`src/design/command_line_argv_env_builder_defines.svh`:
```
// Assertion macros for the command line builder.
`ifndef COMMAND_LINE_ARGV_ENV_BUILDER_DEFINES_SVH
`define COMMAND_LINE_ARGV_ENV_BUILDER_DEFINES_SVH
`ifndef SYNTHESIS
`define CLB_ASSERT(label, clk, rst_n, prop, msg) \
    label: assert property (@(posedge clk) disable iff (!rst_n) (prop)) else $error(msg);
`define CLB_ASSERT_NEXT(label, clk, rst_n, pre, post, msg) \
    label: assert property (@(posedge clk) disable iff (!rst_n) (pre) |=> (post)) else $error(msg);
`else
`define CLB_ASSERT(label, clk, rst_n, prop, msg)
`define CLB_ASSERT_NEXT(label, clk, rst_n, pre, post, msg)
`endif
`endif

```
`src/design/clb_pkg.sv`:
```
// ----------------------------------------------------------------------------
// clb_pkg
// Shared constants and types of the command line and environment builder.
// ----------------------------------------------------------------------------
package clb_pkg;
    localparam int TEXT_BYTES  = 4096;
    localparam int MAX_STRINGS = 64;
    localparam int TW = $clog2(TEXT_BYTES);
    localparam int SW = $clog2(MAX_STRINGS);
    localparam int LW = 13;
    localparam int CW = 7;

    localparam logic [2:0] OP_START = 3'd0;
    localparam logic [2:0] OP_LINE  = 3'd1;
    localparam logic [2:0] OP_ENV   = 3'd2;
    localparam logic [2:0] OP_FIN   = 3'd3;
    localparam logic [2:0] OP_READ  = 3'd4;

    localparam logic [1:0] ST_OK      = 2'd0;
    localparam logic [1:0] ST_LIMIT   = 2'd1;
    localparam logic [1:0] ST_PRECOND = 2'd2;

    localparam logic [7:0] CH_BSL = 8'h5C;
    localparam logic [7:0] CH_QUO = 8'h22;
    localparam logic [7:0] CH_SPC = 8'h20;
    localparam logic [7:0] CH_TAB = 8'h09;

    typedef struct packed {
        logic [2:0]  operation;
        logic [7:0]  char_byte;
        logic [12:0] read_index;
    } t_in;

    typedef struct packed {
        logic [1:0]  status;
        logic [6:0]  arg_count;
        logic [6:0]  env_count;
        logic [12:0] image_bytes;
        logic [31:0] argv_address;
        logic [31:0] envp_address;
        logic [7:0]  image_byte;
    } t_out;

    // Offset table access between the control unit and the table memory.
    typedef struct packed {
        logic          we;
        logic          env_sel;
        logic [SW-1:0] waddr;
        logic [LW-1:0] wdata;
        logic [SW-1:0] raddr;
        logic          renv;
    } t_tab_req;
endpackage

```
`src/design/clb_offset_tab.sv`:
```
// ----------------------------------------------------------------------------
// clb_offset_tab
// Argument and environment offset tables with registered read.
// ----------------------------------------------------------------------------
module clb_offset_tab (
    input  logic                    i_clk,
    input  clb_pkg::t_tab_req       i_req,
    output logic [clb_pkg::LW-1:0]  o_rdata
);
    import clb_pkg::*;
    logic [LW-1:0] arg_mem [MAX_STRINGS];
    logic [LW-1:0] env_mem [MAX_STRINGS];

    // One write to either table, read of the selected table.
    always_ff @(posedge i_clk) begin
        if (i_req.we && !i_req.env_sel) begin
            arg_mem[i_req.waddr] <= i_req.wdata;
        end
        if (i_req.we && i_req.env_sel) begin
            env_mem[i_req.waddr] <= i_req.wdata;
        end
        o_rdata <= i_req.renv ? env_mem[i_req.raddr] : arg_mem[i_req.raddr];
    end
endmodule

```
`config.mk`:
```
export PLATFORM = sky130hd
export DESIGN_NAME = clb_offset_tab
export DESIGN_NICKNAME = d
export VERILOG_FILES = /design/src/design/command_line_argv_env_builder_defines.svh /design/src/design/clb_pkg.sv /design/src/design/clb_offset_tab.sv
export SDC_FILE = /design/constraint.sdc
export NUM_CORES = 1
export LEC_CHECK = 0
export BUFFER_PORTS_ARGS = -buffer_cell sky130_fd_sc_hd__clkbuf_2
export CORE_MARGIN = 1.5
export CORE_UTILIZATION = 60
export DETAILED_ROUTE_END_ITERATION = 6
export MAX_ROUTING_LAYER = met4
export PLACE_DENSITY = 0.84
export SLEW_MARGIN = 15
export SYNTH_ARGS = -nofsm -noshare
export SYNTH_HDL_FRONTEND = slang
export SYNTH_SLANG_ARGS = --single-unit
```
`constraint.sdc`:
```
create_clock -name i_clk -period 4.9 [get_ports i_clk]
set_input_delay 0.98 -clock i_clk [delete_from_list [all_inputs] [get_ports i_clk]]
set_output_delay 0.98 -clock i_clk [all_outputs]
set_load 0.005 [all_outputs]
```
==> out/qor.txt <==
Status: finished with violations
Failing checks: design-rule violations
WL final: 177 mm
Seq cells post-synth: 1677
Reg2reg end: o_rdata[3]
Via count: 31800
Syn_area_per_cell: 25.1 sq um
CP Class: input port to flip-flop
Net Sw Power: 0.00656 W
Layout cells sized above 1: 36.0%
Final Skew: 0.0356 ns
Final hold viol count: 0
Maximum clock path buffer count: 3
Post-route ant nets: 0
Leak: 22.6 nW
Fillcell total: 5594
Initial antenna violation count: 27
Area of the multi-input gates: 0.0132 sq mm
Beginning of the critical path: i_req[20]
Effective utilization at floorplan: 60.6%
Pin slew with the least headroom to its limit: 1.23 ns
Unrepaired setup endpoints after global routing: no
Core area: 0.106 sq mm
Family with the most delay on the worst path: simple AND/OR/NAND/NOR gates
CP Max Fanout: 13
DR pass1 iterations: 7
H-tree level count: 4
R2R Path Start: arg_mem[13][3]
Critical path startpoint category: input port
Total power: 0.0297 W
Vias in the first global route: 32000
Clock latency at the later pin of the worst-skew pair: 0.78 ns
CP bufs+invs: 2
FF+latch area: 0.0502 sq mm
Final instance area: 0.0723 sq mm
Final Net Count: 2829
DR WL/cell: 40.8 um
Hold Startpoint: i_req[13]
Largest net degree at the start of global routing: 106
Register area share after synthesis: 78.5%
Die X: 330 um
Critical path required time: 5.27 ns
Clock Power Share: 41.3%
Slowest cell on crit path: nor2_2
Overflow after GRT: 0
PortBufs: 41
Final HPWL DP: 95.0 mm
Worst setup EP type: flip-flop
CP max stage delay: 1.02 ns
Worst slew margin: 17.7%
Final min period: 3.48 ns
DRC violations left: 2
R2r setup slk: 2.31 ns
Clock input transition at the sequential cells of the worst setup and hold paths: 0.07 ns
Vias per std cell: 7.31
Gr usage total: 34.7%
Crit path arrival time: 3.85 ns
Sequential power share: 53.5%
Post-Route Setup TNS: 0 ns
Worst min-delay path class: input port to flip-flop
Combinational fraction of design power: 5.2%
CTS buffer count: 158
Max Cap Viol: 0
Post-CTS resize count: 0
Max VDD drop: 462 uV
Slew Limit Fails: 0
Die Span Y: 330 um
CP Cell Sequence: clkbuf_2 -> nand3b_1 -> inv_1 -> nand2_1 -> nor2_2
Path depth of the worst reg2reg path: 4
GPL Wtd Cong: 0.910
DRT iter0 DRCs: 5452
Syn Std Cell Area: 0.0640 sq mm
Post-synth cell types: 20
Post-CTS setup buffer count: 0
CP Capture Point: env_mem[30][12]
Post-CTS Hold Buffers: 0
Clock Sinks: 1677
Post-DP Area: 0.0672 sq mm
Syn nets: 2578
CTS root buf: clkbuf_16
Endpoints failing setup: 0
YS warnings: 0
Fmax: 287 MHz
Area delta synth->final: 13.0%
CTS tree: built
Crit. path cell count: 5
First-pass GRT wire length: 250 mm
Cell Pwr Density: 411 mW/mm^2
Rows: 119
Die footprint: 0.109 sq mm
Post-Syn Instances: 2549
I/O pin count: 42
Period utilization: 71.0%
Sw Share: 22.0%
Pint: 0.0232 W
cell families after synthesis:
group                  count (synthesis)  share of synthesized area, %
DFF                                 1677                          78.5
muxes                                559                          19.4
and+or+nand+nor                      165                          1.06
buffers and inverters                148                         0.984
synth_stat cells:
| cell | number | area [sq um] |
|---|---|---|
| buf_6 | 1 | 11.3 |
| nand2_1 | 14 | 52.6 |
| inv_1 | 11 | 41.3 |
| nor2_1 | 131 | 492 |
| clkbuf_1 | 79 | 297 |
| edfxtp_1 | 1664 | 50000 |
| mux4_2 | 546 | 12300 |
| nand3b_1 | 6 | 45.0 |
| buf_2 | 26 | 130 |
| or3b_2 | 3 | 26.3 |
| nand3_1 | 5 | 25.0 |
| buf_1 | 22 | 82.6 |
| mux2_2 | 13 | 146 |
| and2_1 | 1 | 6.26 |
| nand4_1 | 1 | 6.26 |
| dfxtp_1 | 13 | 260 |
| nand2b_1 | 1 | 6.26 |
| nor2b_1 | 1 | 6.26 |
| buf_4 | 9 | 67.6 |
| or3_1 | 2 | 12.5 |
per-stage QoR:
stage / hold WS, ns / setup slack, ns / util (%) / instances
after global routing: 0.815 / 1.50 / 68.5 / 4342
final: 0.801 / 1.42 / 68.5 / 4342
after detailed placement: 1.15 / 0.828 / 63.6 / 4031
after CTS: 0.776 / 1.58 / 68.4 / 4321
after floorplan: 1.07 / 1.37 / - / 2549
after global placement: 1.13 / 0.855 / 63.6 / 4031
power by group through the flow:
stage / Clock [W] / Sequential, W / Combinational (W)
2_1_floorplan: 0 / 0.0162 / 0.000783
3_5_place_dp: 0 / 0.0162 / 0.00146
3_3_place_gp: 0 / 0.0162 / 0.00140
4_1_cts: 0.0123 / 0.0159 / 0.00151
5_1_grt: 0.0128 / 0.0159 / 0.00157
6_report: 0.0123 / 0.0159 / 0.00155
cell type report:
class                   instances  share of cell area, %
multi-input cells             724                   18.3
repair buffers                228                   2.71
inverters                      11                 0.0571
clock inverters               107                   1.28
diodes                         21                 0.0727
clock buffers                 183                   5.73
flip-flops and latches       1677                   69.5
well taps                    1391                   2.41
state kept, by name, summed over array words and instances (netlist names):
| signal | flops |
|---|---|
| arg_mem | 832 |
| env_mem | 832 |
| o_rdata | 13 |
layout by cell type, fill, tap and decap left out, types with 12 or more instances in the layout:
master and count:
buf_4 177, edfxtp_1 1664, clkbuf_1 20, clkinv_1 34, dfxtp_1 13, nor2_2 30
nor2_1 101, bufinv_16 12, clkbuf_16 162, buf_12 23, clkinv_2 40, clkbuf_2 24
mux4_2 546, nand2_1 14, mux2_2 13, diode_2 21
how the worst min path moves through the flow:
stage                                to  cells past startpoint  slack (ns)
after global routing      env_mem[3][6]                      1        0.82
after detailed placement     o_rdata[2]                      4        1.15
after floorplan              o_rdata[0]                      4        1.07
after CTS                 env_mem[3][6]                      1        0.78
after global placement      o_rdata[12]                      4        1.13
final                     env_mem[3][6]                      1        0.80
routing by layer:
layer  track usage, %  vias to the layer above  wire length [um]
met3             8.74                      558             24000
li1                 -                    11600                 -
met4             14.3                        0              9110
met5                -                        -                 0
met2             54.4                     3198             87300
met1             44.0                    16400             56600
Power figures use the tool's default switching activity.
